### config.mk
export PLATFORM = sky130hd
export DESIGN_NAME = pbdc_front
export DESIGN_NICKNAME = d
export VERILOG_FILES = /design/src/sv/pbdc_pkg.sv /design/src/sv/pbdc_front.sv
export SDC_FILE = /design/constraint.sdc
export NUM_CORES = 1
export LEC_CHECK = 0
export ABC_AREA = 1
export BUFFER_PORTS_ARGS = -buffer_cell sky130_fd_sc_hd__buf_2
export CELL_PAD_IN_SITES_DETAIL_PLACEMENT = 0
export CELL_PAD_IN_SITES_GLOBAL_PLACEMENT = 1
export CORE_ASPECT_RATIO = 0.7
export CORE_MARGIN = 2
export CORE_UTILIZATION = 45
export CTS_CLUSTER_DIAMETER = 50
export CTS_CLUSTER_SIZE = 28
export DETAILED_ROUTE_END_ITERATION = 10
export PLACE_DENSITY = 0.83
export SLEW_MARGIN = 10
export SYNTH_ARGS = -nofsm -noshare
export SYNTH_HDL_FRONTEND = slang
export SYNTH_SLANG_ARGS = --single-unit
### constraint.sdc
create_clock -name aclk -period 5.8 [get_ports aclk]
set_clock_uncertainty 0.2 [all_clocks]
set_input_delay 1.74 -clock aclk [delete_from_list [all_inputs] [get_ports aclk]]
set_output_delay 1.74 -clock aclk [all_outputs]
set_load 0.03 [all_outputs]
### src/sv/pbdc_pkg.sv
`timescale 1ns / 1ps
`default_nettype none

package pbdc_pkg;

    localparam int MAX_PATHS    = 256;
    localparam int MAX_VERTICES = 64;
    localparam int MIN_VERTICES = 3;
    localparam int MIN_PATHS    = 2;

    localparam int COORD_W = 64;
    localparam int SEEN_W  = 9;
    localparam int VC_W    = $clog2(MAX_VERTICES + 2);
    localparam int PC_W    = $clog2(MAX_PATHS + 2);
    localparam int DRAIN_W = $clog2(MAX_PATHS + 1);

    typedef logic signed [COORD_W-1:0] coord_t;

    localparam coord_t COORD_MAX = {1'b0, {(COORD_W - 1){1'b1}}};
    localparam coord_t COORD_MIN = {1'b1, {(COORD_W - 1){1'b0}}};

    typedef enum logic [2:0] {
        STATUS_OK    = 3'd0,
        STATUS_FEW   = 3'd1,
        STATUS_MANY  = 3'd2,
        STATUS_SHORT = 3'd3,
        STATUS_LONG  = 3'd4
    } status_t;

    typedef enum logic [1:0] {
        S_IDLE,
        S_DRAIN,
        S_RESULT
    } state_t;

    typedef struct packed {
        coord_t point_x;
        coord_t point_y;
        logic   path_end;
        logic   set_end;
    } in_beat_t;

    typedef struct packed {
        logic              all_disjoint;
        status_t           status;
        logic [SEEN_W-1:0] paths_seen;
    } out_beat_t;

    typedef struct packed {
        coord_t left;
        coord_t right;
        coord_t top;
        coord_t bottom;
    } box_t;

    // One path box travelling down the cell chain.
    typedef struct packed {
        logic valid;
        logic placed;
        logic hit;
        box_t box;
    } probe_t;

    typedef struct packed {
        status_t           status;
        logic [SEEN_W-1:0] seen;
    } summary_t;

    // Inclusive overlap: shared edges or corners count.
    function automatic logic boxes_overlap(box_t a, box_t b);
        logic ovl_x;
        logic ovl_y;
        ovl_x = (a.left <= b.right) && (b.left <= a.right)
             && (a.left <= a.right) && (b.left <= b.right);
        ovl_y = (a.top <= b.bottom) && (b.top <= a.bottom)
             && (a.top <= a.bottom) && (b.top <= b.bottom);
        return ovl_x && ovl_y;
    endfunction

endpackage

`default_nettype wire

### src/sv/pbdc_front.sv
`timescale 1ns / 1ps
`default_nettype none

module pbdc_front (
    input  wire                aclk,
    input  wire                aresetn,
    input  wire                accept,
    input  pbdc_pkg::in_beat_t beat,
    output pbdc_pkg::probe_t   probe,
    output pbdc_pkg::summary_t summary
);

    pbdc_pkg::coord_t min_x_reg, min_x_next, max_x_reg, max_x_next;
    pbdc_pkg::coord_t min_y_reg, min_y_next, max_y_reg, max_y_next;
    pbdc_pkg::coord_t min_x_upd, max_x_upd, min_y_upd, max_y_upd;
    logic [pbdc_pkg::VC_W-1:0] vc_reg, vc_next, vc_inc;
    logic [pbdc_pkg::PC_W-1:0] pc_reg, pc_next, pc_inc, pc_upd;
    pbdc_pkg::status_t err_reg, err_next, err_upd;
    pbdc_pkg::probe_t  probe_reg, probe_next;
    logic path_done;

    always_comb begin
        path_done = beat.path_end | beat.set_end;

        min_x_upd = (beat.point_x < min_x_reg) ? beat.point_x : min_x_reg;
        max_x_upd = (beat.point_x > max_x_reg) ? beat.point_x : max_x_reg;
        min_y_upd = (beat.point_y < min_y_reg) ? beat.point_y : min_y_reg;
        max_y_upd = (beat.point_y > max_y_reg) ? beat.point_y : max_y_reg;

        // Saturate one past the limit so a long path stays detectable.
        vc_inc = (vc_reg <= pbdc_pkg::VC_W'(pbdc_pkg::MAX_VERTICES))
               ? vc_reg + 1'b1 : vc_reg;
        pc_inc = (pc_reg <= pbdc_pkg::PC_W'(pbdc_pkg::MAX_PATHS))
               ? pc_reg + 1'b1 : pc_reg;

        err_upd = err_reg;
        if (path_done && err_reg == pbdc_pkg::STATUS_OK) begin
            if (vc_inc < pbdc_pkg::VC_W'(pbdc_pkg::MIN_VERTICES)) begin
                err_upd = pbdc_pkg::STATUS_SHORT;
            end else if (vc_inc > pbdc_pkg::VC_W'(pbdc_pkg::MAX_VERTICES)) begin
                err_upd = pbdc_pkg::STATUS_LONG;
            end
        end
        pc_upd = path_done ? pc_inc : pc_reg;

        if (pc_upd < pbdc_pkg::PC_W'(pbdc_pkg::MIN_PATHS)) begin
            summary.status = pbdc_pkg::STATUS_FEW;
        end else if (pc_upd > pbdc_pkg::PC_W'(pbdc_pkg::MAX_PATHS)) begin
            summary.status = pbdc_pkg::STATUS_MANY;
        end else begin
            summary.status = err_upd;
        end
        summary.seen = (pc_upd > pbdc_pkg::PC_W'(pbdc_pkg::MAX_PATHS))
                     ? pbdc_pkg::SEEN_W'(pbdc_pkg::MAX_PATHS)
                     : pbdc_pkg::SEEN_W'(pc_upd);

        probe_next.valid      = accept && path_done;
        probe_next.placed     = 1'b0;
        probe_next.hit        = 1'b0;
        probe_next.box.left   = min_x_upd;
        probe_next.box.right  = max_x_upd;
        probe_next.box.top    = min_y_upd;
        probe_next.box.bottom = max_y_upd;

        min_x_next = min_x_reg;
        max_x_next = max_x_reg;
        min_y_next = min_y_reg;
        max_y_next = max_y_reg;
        vc_next    = vc_reg;
        pc_next    = pc_reg;
        err_next   = err_reg;
        if (accept) begin
            if (path_done) begin
                // Drop the running box; it leaves as a probe.
                min_x_next = pbdc_pkg::COORD_MAX;
                max_x_next = pbdc_pkg::COORD_MIN;
                min_y_next = pbdc_pkg::COORD_MAX;
                max_y_next = pbdc_pkg::COORD_MIN;
                vc_next    = '0;
                pc_next    = beat.set_end ? '0 : pc_inc;
                err_next   = beat.set_end ? pbdc_pkg::STATUS_OK : err_upd;
            end else begin
                min_x_next = min_x_upd;
                max_x_next = max_x_upd;
                min_y_next = min_y_upd;
                max_y_next = max_y_upd;
                vc_next    = vc_inc;
            end
        end
    end

    always_ff @(posedge aclk) begin
        if (!aresetn) begin
            min_x_reg <= pbdc_pkg::COORD_MAX;
            max_x_reg <= pbdc_pkg::COORD_MIN;
            min_y_reg <= pbdc_pkg::COORD_MAX;
            max_y_reg <= pbdc_pkg::COORD_MIN;
            vc_reg    <= '0;
            pc_reg    <= '0;
            err_reg   <= pbdc_pkg::STATUS_OK;
            probe_reg <= '0;
        end else begin
            min_x_reg <= min_x_next;
            max_x_reg <= max_x_next;
            min_y_reg <= min_y_next;
            max_y_reg <= max_y_next;
            vc_reg    <= vc_next;
            pc_reg    <= pc_next;
            err_reg   <= err_next;
            probe_reg <= probe_next;
        end
    end

    assign probe = probe_reg;

endmodule

`default_nettype wire

==> run summary <==
dominant cell type by area after synthesis: dfxtp_1
Reg clk slew, reported paths: 0.06 ns
DP Wirelength: 56390 um
setup TNS: 0 ns
total power draw: 9343 uW
row count: 75
pin count of the biggest net entering global routing: 152
Post-Syn Area per Cell: 6.980 sq um
Vias/cell: 5.033
clk_lat worst skew: 0.62 ns
Pint: 6223 uW
RSZ-0062 raised after global routing: false
main combinational cell family by area after synthesis: simple AND/OR/NAND/NOR gates
CTS tree: yes
Leak: 0.01713 uW
power share of the clock group: 36.4%
DRT Wirelength: 82120 um
Area Overhead vs Synth: 14.89%
pre-CTS setup slack: 0.4253 ns
share of cells above drive strength 1: 12.91%
Critical Path Sink Type: output port
pins over their slew limit: 0
critical path class: in -> out
top cells by area, synth: dfxtp_1 (39%), nand2_1 (18%), ha_1 (12%)
DRT Pass-1 Iters: 6
startpoint type of the worst setup path: primary input
die area: 0.06306 sq mm
VDD IR-drop max: 0.2271 mV
sequential share of the synthesized area: 38.78%
root buf cell: clkbuf_16
FFs w/ async S/R, synth: 0%
Seq pwr share: 42.7%
GRT Overall Usage: 25.36%
multiplexer share of the synthesized area: 0%
DR WL/cell: 16.17 um
Simple-Gate Fraction of Synth Area: 30.45%
initial DRC count: 1590
CP Max Fanout: 4
most common cell in the synthesized netlist: nand2_1
Remaining Overflow, GRT: 0
core box area: 0.06015 sq mm
Synth Area in Compound Gates: 8.701%
list of most frequent post-synthesis cells: nand2_1 (1306), dfxtp_1 (532), inv_1 (469), a21oi_1 (374), nand3_1 (287)
antenna-violating nets left: 0
H-tree depth: 2
Setup WS post-layout: 0.3746 ns
CTS resizes: 0
fmax: 184.3 MHz
number of buffers and inverters on the critical path: 3
status: finished clean
cell area power density: 296.1 mW/mm^2
Initial Utilization: 45.66%
# port buffers: 401
Tmin final: 5.425 ns
Yosys top cell area share: 38.78%
synth warn: 0
Distinct cells, synth: 40
first-pass GRT wire length: 128400 um
period utilisation layout: 93.54%
Post-Synth Adder-Cell Area: 11.75%
Crit path max-delay family: simple AND/OR/NAND/NOR gates
Sw Ratio: 33.40%
top_reg_cell synth: dfxtp_1
Max Cap Viol: 0
# DRC: 0
setup repair bufs after CTS: 0
top-level port count: 404
Max stage delay cell, worst path: nor3_1
Die Ht: 210.7 um
routability cong.: 0.8827
WP data arrival: 3.49 ns
pin slew with the least headroom to its limit: 0.9480 ns
mapped cell area: 0.02747 sq mm
max FFs per register: 257
flops & latches, synth: 532
post-synthesis xor/xnor area fraction: 0.2870%
Combinational Power Share: 20.9%
Crit path required time: 3.86 ns
number of synthesized flops with an enable pin: 0
Mapped Cells: 3935
relative slew slack: 36.80%
Switch Pwr: 3121 uW
final hold vios: 0
Die W: 299.3 um
routed vias: 25558
hold_buf cts: 0
Hold WC Path Type: reg -> reg
Max Root-Sink Buffers: 3
Num CTS Buffers: 49
number of global-route vias before repair: 23361
CTS Sinks: 532
worst path cell trace: buf_2 > nor2_1 > nor4_1 > inv_1 > nor3_1 > o211ai_1 > nor3_1 > nor2_1 > a21oi_1 > buf_2
antenna violations before repair: 3
crit-path max cell delay: 0.39 ns
Setup violations, final: 0
Nets: 4618
-- cell type report --
type	instances	area, sq um
Fill cell	6059	28590
Multi-Input combinational cell	2733	14100
Sequential cell	532	10650
Timing Repair Buffer	436	2325
Inverter	475	1800
Clock buffer	59	1356
Tap cell	808	1011
Clock inverter	33	305.3
Antenna cell	2	5.005
-- tightest hold or removal path, stage by stage (launching register included) --
cell and delay [ns]:
dfxtp_1 0.32, nand2_1 0.06, nand2_1 0.05
-- final timing paths --
| check | from | end | slack (ns) | depth (start not counted) |
|---|---|---|---|---|
| min reg2reg | max_y_reg[12]$_SDFFE_PN0P_ | max_y_reg[12]$_SDFFE_PN0P_ | 0.27 | 2 |
| min | max_y_reg[12]$_SDFFE_PN0P_ | max_y_reg[12]$_SDFFE_PN0P_ | 0.27 | 2 |
| max | beat[0] | summary[10] | 0.37 | 10 |
| max reg2reg | max_x_reg[19]$_SDFFE_PN0P_ | probe[143]$_SDFF_PN0_ | 2.31 | 15 |
-- cell families after synthesis --
logic type / Yosys count
and+or+nand+nor: 2002
buffers and inverters: 671
DFF: 532
AOI/OAI and AO/OA: 462
adders and majority gates: 258
xor gates and xnor gates: 9
other: 1
-- per-stage QoR --
step	hold WS, ns	utilization, %	instance area, sq um	instances
finish	0.2669	52.46	31560	5078
global route	0.2811	52.46	31560	5078
CTS	0.2700	52.45	31550	5076
detailed placement	0.2531	49.69	29890	4984
global placement	0.2495	49.69	29890	4984
floorplan	0.2407	-	27470	3936
-- placed cells by master, fill, tap and decap left out, drive strengths merged --
| master | synthesis | routed |
|---|---|---|
| inv | 475 | 488 |
| and2 | 1 | 1 |
| o21bai | 4 | 4 |
| ha | 258 | 258 |
| nand4 | 153 | 153 |
| clkinv | 0 | 14 |
| and2b | 1 | 1 |
| xor2 | 9 | 9 |
| nand2 | 1310 | 1310 |
| nor4 | 3 | 3 |
| o21ai | 54 | 54 |
| o2bb2ai | 1 | 1 |
| o21a | 7 | 7 |
| clkinvlp | 0 | 5 |
| nand3b | 2 | 2 |
| conb | 1 | 2 |
| nor3b | 1 | 1 |
| diode | 0 | 2 |
| clkbuf | 102 | 59 |
| buf | 94 | 436 |
| nor2 | 220 | 220 |
| nor3 | 20 | 20 |
| o211ai | 5 | 5 |
| or2 | 1 | 1 |
| o22ai | 8 | 8 |
| a21oi | 374 | 374 |
| and3 | 1 | 1 |
| o31ai | 1 | 1 |
| a21o | 6 | 6 |
| dfxtp | 532 | 532 |
| a221oi | 1 | 1 |
| a21boi | 1 | 1 |
| bufinv | 0 | 1 |
| nand3 | 289 | 289 |
-- power groups by stage --
stage / sequential, uW / combinational [uW] / clock (uW)
3_3_place_gp: 4080 / 1940 / 0
5_1_grt: 4010 / 2170 / 3630
4_1_cts: 4000 / 1950 / 3490
2_1_floorplan: 4380 / 1040 / 0
3_5_place_dp: 4080 / 1940 / 0
6_report: 3990 / 1950 / 3400
-- layer usage --
| layer | part of all wire [%] | global-route usage (%) | routed length, um | vias up |
|---|---|---|---|---|
| met5 | 0.016 | 0 | 13 | - |
| met4 | 2.1 | 6.724 | 1684 | 2 |
| met3 | 6.9 | 4.638 | 5678 | 96 |
| met2 | 41 | 36.99 | 33690 | 693 |
| met1 | 50 | 38.04 | 41050 | 11515 |
| li1 | - | - | - | 13252 |
No activity file was read; power rests on OpenSTA's default activity.
