<file path="src/sv/pbdc_pkg.sv">
`timescale 1ns / 1ps
`default_nettype none

package pbdc_pkg;

    localparam int MAX_PATHS    = 256;
    localparam int MAX_VERTICES = 64;
    localparam int MIN_VERTICES = 3;
    localparam int MIN_PATHS    = 2;

    localparam int COORD_W = 64;
    localparam int SEEN_W  = 9;
    localparam int VC_W    = $clog2(MAX_VERTICES + 2);
    localparam int PC_W    = $clog2(MAX_PATHS + 2);
    localparam int DRAIN_W = $clog2(MAX_PATHS + 1);

    typedef logic signed [COORD_W-1:0] coord_t;

    localparam coord_t COORD_MAX = {1'b0, {(COORD_W - 1){1'b1}}};
    localparam coord_t COORD_MIN = {1'b1, {(COORD_W - 1){1'b0}}};

    typedef enum logic [2:0] {
        STATUS_OK    = 3'd0,
        STATUS_FEW   = 3'd1,
        STATUS_MANY  = 3'd2,
        STATUS_SHORT = 3'd3,
        STATUS_LONG  = 3'd4
    } status_t;

    typedef enum logic [1:0] {
        S_IDLE,
        S_DRAIN,
        S_RESULT
    } state_t;

    typedef struct packed {
        coord_t point_x;
        coord_t point_y;
        logic   path_end;
        logic   set_end;
    } in_beat_t;

    typedef struct packed {
        logic              all_disjoint;
        status_t           status;
        logic [SEEN_W-1:0] paths_seen;
    } out_beat_t;

    typedef struct packed {
        coord_t left;
        coord_t right;
        coord_t top;
        coord_t bottom;
    } box_t;

    // One path box travelling down the cell chain.
    typedef struct packed {
        logic valid;
        logic placed;
        logic hit;
        box_t box;
    } probe_t;

    typedef struct packed {
        status_t           status;
        logic [SEEN_W-1:0] seen;
    } summary_t;

    // Inclusive overlap: shared edges or corners count.
    function automatic logic boxes_overlap(box_t a, box_t b);
        logic ovl_x;
        logic ovl_y;
        ovl_x = (a.left <= b.right) && (b.left <= a.right)
             && (a.left <= a.right) && (b.left <= b.right);
        ovl_y = (a.top <= b.bottom) && (b.top <= a.bottom)
             && (a.top <= a.bottom) && (b.top <= b.bottom);
        return ovl_x && ovl_y;
    endfunction

endpackage

`default_nettype wire

</file>
<file path="src/sv/pbdc_cell.sv">
`timescale 1ns / 1ps
`default_nettype none

module pbdc_cell (
    input  wire              aclk,
    input  wire              aresetn,
    input  wire              clear,
    input  pbdc_pkg::probe_t probe_in,
    output pbdc_pkg::probe_t probe_out
);

    logic             occ_reg, occ_next;
    pbdc_pkg::box_t   box_reg, box_next;
    pbdc_pkg::probe_t out_reg, out_next;
    logic             live, store;

    always_comb begin
        live     = probe_in.valid && !probe_in.placed;
        store    = live && !occ_reg;
        out_next = probe_in;
        box_next = box_reg;
        if (store) begin
            // Park the box here; it rides on without further compares.
            out_next.placed = 1'b1;
            box_next        = probe_in.box;
        end else if (live) begin
            out_next.hit = probe_in.hit
                         | pbdc_pkg::boxes_overlap(probe_in.box, box_reg);
        end
        occ_next = clear ? 1'b0 : (occ_reg | store);
    end

    always_ff @(posedge aclk) begin
        if (!aresetn) begin
            occ_reg <= 1'b0;
            out_reg <= '0;
        end else begin
            occ_reg <= occ_next;
            out_reg <= out_next;
        end
    end

    always_ff @(posedge aclk) begin
        box_reg <= box_next;
    end

    assign probe_out = out_reg;

endmodule

`default_nettype wire

</file>
<file path="config.mk">
export PLATFORM = sky130hd
export DESIGN_NAME = pbdc_cell
export DESIGN_NICKNAME = d
export VERILOG_FILES = /design/src/sv/pbdc_pkg.sv /design/src/sv/pbdc_cell.sv
export SDC_FILE = /design/constraint.sdc
export NUM_CORES = 1
export LEC_CHECK = 0
export BUFFER_PORTS_ARGS = -buffer_cell sky130_fd_sc_hd__buf_2
export CAP_MARGIN = 20
export CORE_MARGIN = 10
export CORE_UTILIZATION = 35
export CTS_CLUSTER_SIZE = 25
export DETAILED_ROUTE_END_ITERATION = 6
export HOLD_SLACK_MARGIN = 0.1
export PLACE_DENSITY = 0.56
export REMOVE_ABC_BUFFERS = 1
export SKIP_CTS_REPAIR_TIMING = 1
export SLEW_MARGIN = 30
export SYNTH_ARGS = -nofsm -noshare
export SYNTH_HDL_FRONTEND = slang
export SYNTH_SLANG_ARGS = --single-unit
</file>
<file path="constraint.sdc">
create_clock -name aclk -period 17.3 [get_ports aclk]
set_input_delay 1.73 -clock aclk [delete_from_list [all_inputs] [get_ports aclk]]
set_output_delay 1.73 -clock aclk [all_outputs]
set_load 0.01 [all_outputs]
</file>
==> flow_metrics.py, run 1 <==
metrics = {
    "synth": {
        "synthFlopType": "dfxtp_1",
        "async_reset_ff_share_pct": 0,
        "synthCells": 2387,
        "yosysUniqueCellTypes": 55,
        "ys_ff_latch": 516,
        "synth_area_sq_mm": 0.0267,
        "ys_seq_area_share_pct": 48.4,
        "synth.avg_cell_area_sq_um": 11.2,
        "yosysWarnings": 0,
        "synth-edff-count": 256,
    },
    "cts": {
        "root_buffer": "clkbuf_16",
        "htree_num_levels": 2,
        "tritoncts": "done",
        "cts.sinks": 516,
        "cts.path.max_buffers": 3,
        "cts_buffers": 58,
        "clk-insertion-delay-late_ns": 0.62,
        "path_clk_slew_ns": 0.06,
    },
    "global_routing": {
        "gr-total-overflow": 0,
        "antenna_found_initial": 10,
        "track_usage_pct": 18.0,
        "grt_max_degree": 164,
        "grt_pass1_vias": 21400,
        "grt_pass1_wl_mm": 123,
    },
    "timing": {
        "hold_violations": 0,
        "tightest_slew_ns": 0.936,
        "fin_setup_tns_ns": 0,
        "fin_ws_ns": 12.88,
        "max_freq_ghz": 0.226,
        "clock_skew_ns": 0.0202,
        "fin_hold_ws_ns": 0.555,
        "min_period_ns": 4.42,
        "rsz0062_at_grt": "no",
        "maxSlewHeadroom_pct": 36.0,
        "drv_slew": 0,
        "setup_viol": 0,
        "fin_crit_sh_pct": 25.6,
    },
    "placement": {
        "place.port_buffers": 520,
        "dpl_cell_area_sq_mm": 0.0304,
        "gp_congestion": 0.904,
        "hpwl_mm": 66.3,
        "place_ws_ns": 12.21,
    },
    "floorplan": {
        "core_sq_mm": 0.0757,
        "dieHeight_microns": 296,
        "boundaryPins": 521,
        "initial_core_util_pct": 35.2,
        "die_area_sq_mm": 0.0876,
        "rows": 101,
        "fp.dieW_microns": 296,
    },
    "final_layout": {
        "largest_reg_flops": 259,
        "mostFrequentLayoutCells": "buf_2 (519), ha_1 (512), inv_1 (273)",
        "area_growth_pct": 22.2,
        "layout-drive-gt1-share_pct": 21.2,
        "final_common_cell": "buf_2",
        "design_area_sq_mm": 0.0326,
        "layout.nets": 3721,
    },
    "run_status": {
        "outcome": "finished, final reports clean",
    },
    "setup_path": {
        "crit_chain": "buf_2 -> inv_1 -> ha_1 -> nand4_1 -> nor4_2 -> nor3b_2 -> nand3_1 -> or4_1 -> o21ai_0 -> a21oi_1 -> or4b_4 -> o31ai_2",
        "endpoint_kind": "flop",
        "slowest_delay_ns": 0.57,
        "path_class": "in2reg",
        "critPathArrivalTime_ns": 4.96,
        "worstSetupStartpointType": "primary input",
        "critPathTopFamily": "simple AND/OR/NAND/NOR gates",
        "crit_required_ns": 17.84,
        "critical_path_buf_inv_count": 2,
        "crit_path_top_delay_cell": "or4b_4",
        "critPathMaxFanout": 5,
    },
    "worst_hold_path": {
        "hold_path.class": "reg2reg",
    },
    "route": {
        "drt_first_pass_iters": 5,
        "ant_nets": 0,
        "wire_per_inst_microns": 20.4,
        "wirelength_mm": 81.1,
        "drt_iter0_markers": 847,
        "drc_errors": 0,
        "vias": 19800,
        "vias_per_cell": 4.98,
    },
    "pwr": {
        "ir_drop_mv": 0.0692,
        "leakage_nw": 15.7,
        "power.density_mw_per_mm2": 94.4,
        "power.total_mw": 3.08,
    },
    "flow_run": {
        "maxCapViolations": 0,
    },
}
[kinds of logic (layout without fill, tap and decap cells)]
kind of cell               count (synthesis)  after routing  synth area share [%]
buffers and inverters                    301            911                  4.24
AOI/OAI and AO/OA                        413            413                  9.50
DFF                                      516            516                  48.4
adders and majority gates                512            512                  24.0
muxes                                      4              4                 0.155
and+or+nand+nor                          641            641                  13.7
other                                      0              2                     0
[stage by stage]
stage	instances	util, %
floorplan	2359	-
global placement	3862	40.2
detailed placement	3862	40.2
CTS	3972	42.9
global route	3976	43.0
finish	3977	43.0
[area by class of cell]
cell class / instances / area [sq um]
Tap cell: 978 / 1220
Timing Repair Buffer: 528 / 2730
Inverter: 273 / 1020
Clock buffer: 87 / 1860
Clock inverter: 23 / 198
Multi-Input combinational cell: 1570 / 12600
Fill cell: 7232 / 43100
Sequential cell: 516 / 12900
Antenna cell: 2 / 5.00
[metal layers]
layer	GRT usage [%]	vias to the layer above	wire [microns]
li1	-	9776	-
met1	20.7	9339	33000
met2	32.4	537	40100
met3	4.53	126	5640
met4	5.68	16	2310
met5	0	-	90
[cells in the mapped netlist (7+ instances only)]
library cell,n,area (sq um)
ha_1,512,6410
inv_1,273,1020
and2_1,260,1630
dfxtp_1,260,5200
edfxtp_1,256,7690
a21oi_1,194,971
nand2_1,106,398
nand4_1,98,613
a21o_1,63,473
nand3_1,56,280
o21ai_0,55,275
nor2_1,37,139
clkbuf_1,28,105
and4_1,18,158
nor3_1,17,85.1
a221oi_1,16,140
nor4_1,16,100
a211oi_1,14,105
nor2b_1,12,75.1
o211ai_1,12,90.1
a21boi_0,7,52.6
o21a_1,7,52.6
[where the power goes]
| group | leakage, nW | switching (mW) | internal (mW) |
|---|---|---|---|
| sequential | 4.56 | 0.0194 | 1.35 |
| clock | 1.03 | 0.524 | 0.776 |
| combinational | 10.1 | 0.246 | 0.164 |
[worst min-delay path, stage by stage (launching register included)]
cell	delay, ns
dfxtp_1	0.35
nor2_1	0.11
nor3b_1	0.05
[worst paths after layout]
path	cells past startpoint	slack (ns)	startpoint	end
min reg2reg	2	0.55	occ_reg	occ_reg
max reg2reg	10	13.77	box_reg[255]	probe_out[256]
min	2	0.55	occ_reg	occ_reg
max	12	12.88	probe_in[191]	probe_out[256]
No activity file was read; power rests on OpenSTA's default activity.
==> run 2, diff against run 1 <==
--- a/config.mk
+++ b/config.mk
@@ -5,6 +5,7 @@
 export SDC_FILE = /design/constraint.sdc
 export NUM_CORES = 1
 export LEC_CHECK = 0
+export ABC_AREA = 1
 export BUFFER_PORTS_ARGS = -buffer_cell sky130_fd_sc_hd__buf_2
 export CAP_MARGIN = 20
 export CORE_MARGIN = 10
@@ -12,7 +13,7 @@
 export CTS_CLUSTER_SIZE = 25
 export DETAILED_ROUTE_END_ITERATION = 6
 export HOLD_SLACK_MARGIN = 0.1
-export PLACE_DENSITY = 0.56
+export PLACE_DENSITY = 0.58
 export REMOVE_ABC_BUFFERS = 1
 export SKIP_CTS_REPAIR_TIMING = 1
 export SLEW_MARGIN = 30
==> constraint.sdc (replaced) <==
create_clock -name aclk -period 3.9 [get_ports aclk]
set_input_delay 0.39 -clock aclk [delete_from_list [all_inputs] [get_ports aclk]]
set_output_delay 0.39 -clock aclk [all_outputs]
set_load 0.01 [all_outputs]
==> run 2 against run 1 <==
Cell area up 12%. Worst hold slack worse by 0.42 ns. Critical path depth up 4. Non-clock buffer count up 260. Largest power group unchanged. Highest routed layer is now met4.
==> flow_metrics.py, run 2 <==
metrics = {
    "setup_path": {
        "regToRegEndpoint": "probe_out[256]",
        "rrSetupSlack_ns": 1.31,
        "path_class": "in2reg",
        "critPathMaxFanout": 4,
        "endpoint_kind": "flop",
        "worst-r2r-cell-count": 15,
        "worstReg2RegStart": "box_reg[95]",
        "worstSetupStartpointType": "primary input",
        "crit_required_ns": 4.45,
        "critPathArrivalTime_ns": 3.41,
    },
    "global_routing": {
        "gr-total-overflow": 0,
        "track_usage_pct": 17.1,
        "antenna_found_initial": 8,
        "busiest_layer": "met2",
        "gr-usage-met3_pct": 4.07,
        "gr-usage-met2_pct": 29.9,
        "grt_pass1_vias": 21400,
        "met1_usage_pct": 21.1,
        "grt_pass1_wl_mm": 122,
        "grt_max_degree": 138,
    },
    "floorplan": {
        "dieHeight_microns": 302,
        "core_sq_mm": 0.0789,
        "rows": 103,
        "die_area_sq_mm": 0.0912,
        "initial_core_util_pct": 35.3,
        "boundaryPins": 521,
        "fp.dieW_microns": 302,
    },
    "synth": {
        "synthCells": 3073,
        "ys_ff_latch": 516,
        "synth_area_sq_mm": 0.0278,
        "ys_seq_area_share_pct": 46.3,
        "ys_top_cells_by_area": "edfxtp_1 (28%), ha_1 (23%), dfxtp_1 (19%)",
        "yosysUniqueCellTypes": 26,
        "yosysTopAreaCell": "edfxtp_1",
        "async_reset_ff_share_pct": 0,
        "synthFlopType": "dfxtp_1",
        "synth.avg_cell_area_sq_um": 9.06,
        "synth.top_cell.area_share_pct": 27.6,
        "yosysMostFrequentCell": "nand2_1",
        "yosysWarnings": 0,
        "synth-edff-count": 256,
        "netlist_top_cells_count": "nand2_1 (763), inv_1 (637), ha_1 (512)",
    },
    "worst_hold_path": {
        "worstHoldPathCells": 3,
        "hold_path.class": "in2reg",
        "hp-start": "probe_in[193]",
        "min_to": "probe_out[193]",
    },
    "final_layout": {
        "fill_cells": 7557,
        "layout-drive-gt1-share_pct": 16.5,
        "final_common_cell": "nand2_1",
        "ff_latch_area_sq_mm": 0.0129,
        "layout.nets": 4667,
        "area_growth_pct": 30.6,
        "largest_reg_flops": 259,
        "multi_input_area_sq_mm": 0.0124,
        "mostFrequentLayoutCells": "nand2_1 (763), inv_1 (637), buf_2 (519)",
    },
    "route": {
        "vias": 22300,
        "drc_errors": 0,
        "wirelength_mm": 84.7,
        "wire_per_inst_microns": 16.9,
        "drt_iter0_markers": 1013,
        "vias_per_cell": 4.46,
        "drt_first_pass_iters": 5,
        "ant_nets": 0,
    },
    "cts": {
        "tritoncts": "done",
        "cts_buffers": 59,
        "cts.path.max_buffers": 3,
        "cts.sinks": 516,
        "clk-insertion-delay-late_ns": 0.62,
        "root_buffer": "clkbuf_16",
        "htree_num_levels": 2,
        "path_clk_slew_ns": 0.06,
    },
    "timing": {
        "max_freq_ghz": 0.350,
        "fin_crit_sh_pct": 73.3,
        "clock_skew_ns": 0.0159,
        "tightest_slew_ns": 0.910,
        "drv_slew": 0,
        "min_period_ns": 2.86,
        "fin_ws_ns": 1.04,
        "maxSlewHeadroom_pct": 39.3,
        "hold_violations": 0,
        "setup_viol": 0,
        "rsz0062_at_grt": "no",
    },
    "pwr": {
        "ir_drop_mv": 0.321,
        "power.density_mw_per_mm2": 380,
        "power.total_mw": 13.8,
        "leakage_nw": 19.7,
    },
    "placement": {
        "place_ws_ns": 0.740,
        "place.port_buffers": 520,
        "hpwl_mm": 66.1,
        "gp_congestion": 0.865,
    },
    "run_status": {
        "outcome": "finished, final reports clean",
    },
    "flow_run": {
        "maxCapViolations": 0,
    },
}
## run 2: cell types whose count changed after synthesis, moves of 39 or more
cell	change
a21o_1	-54
a21oi_1	+39
and2_1	-258
inv_1	+364
nand2_1	+657
nand4_1	-56
nor2_1	+108
## run 2: stage by stage
stage | hold WS, ns | utilization [%] | setup TNS [ns] | instance area [sq um] | instances
after global routing | 0.114 | 46.1 | 0 | 36400 | 4999
after global placement | 0.505 | 40.3 | 0 | 31800 | 4624
final | 0.134 | 46.1 | 0 | 36400 | 5000
after CTS | -0.113 | 42.8 | 0 | 33800 | 4735
after floorplan | 0.453 | - | -2084.61 | 27700 | 3044
after detailed placement | 0.501 | 40.3 | 0 | 31800 | 4624
## run 2: critical path: stages
cell,delay [ns]
dlygate4sd3_1,0.52
buf_2,0.13
inv_1,0.06
ha_1,0.41
nand2_1,0.10
nor2_1,0.15
nand2_1,0.10
nor2_2,0.12
inv_1,0.08
nor3_1,0.49
nand4_1,0.24
nand3_1,0.18
nand3_1,0.16
nor2_2,0.11
nand2_1,0.06
a21oi_2,0.11
## run 2: metal layers
metal | part of all wire, % | vias up
met1 | 43 | 10100
met3 | 5.7 | 100
met5 | 0 | -
met4 | 1.9 | 0
met2 | 49 | 482
li1 | - | 11600
## run 2: power by group
part,total [mW],internal [mW],switching (mW)
registers,6.06,5.98,0.0840
logic,2.13,0.875,1.26
clock network,5.61,3.30,2.32
total,13.8,10.1,3.66
## run 2: layout make-up
cell class,count,area share (%)
antenna,7,0.0482
inverter,641,6.62
tap,1050,3.61
sequential,516,35.5
timing repair buffer,788,14.6
clock inverter,21,0.437
clock buffer,90,5.01
multi-input combinational,1887,34.2
## run 2: worst max path at each step
stage / start / to / slack (ns) / cells past startpoint
after floorplan: probe_in[257] / box_reg[0] / -8.11 / 3
after global placement: probe_in[191] / probe_out[256] / 0.71 / 15
after detailed placement: probe_in[191] / probe_out[256] / 0.74 / 15
after CTS: box_reg[79] / probe_out[256] / 1.20 / 15
after global routing: probe_in[191] / probe_out[256] / 0.75 / 16
final: probe_in[191] / probe_out[256] / 1.04 / 16
## run 2: cell families after synthesis
logic type,count (synthesis),synth area share (%)
AND/OR/NAND/NOR,1033,15.0
buffers and inverters,670,9.04
flip-flops,516,46.3
adder cells (fa/ha/maj),512,23.0
AO/OA/AOI/OAI,342,6.60
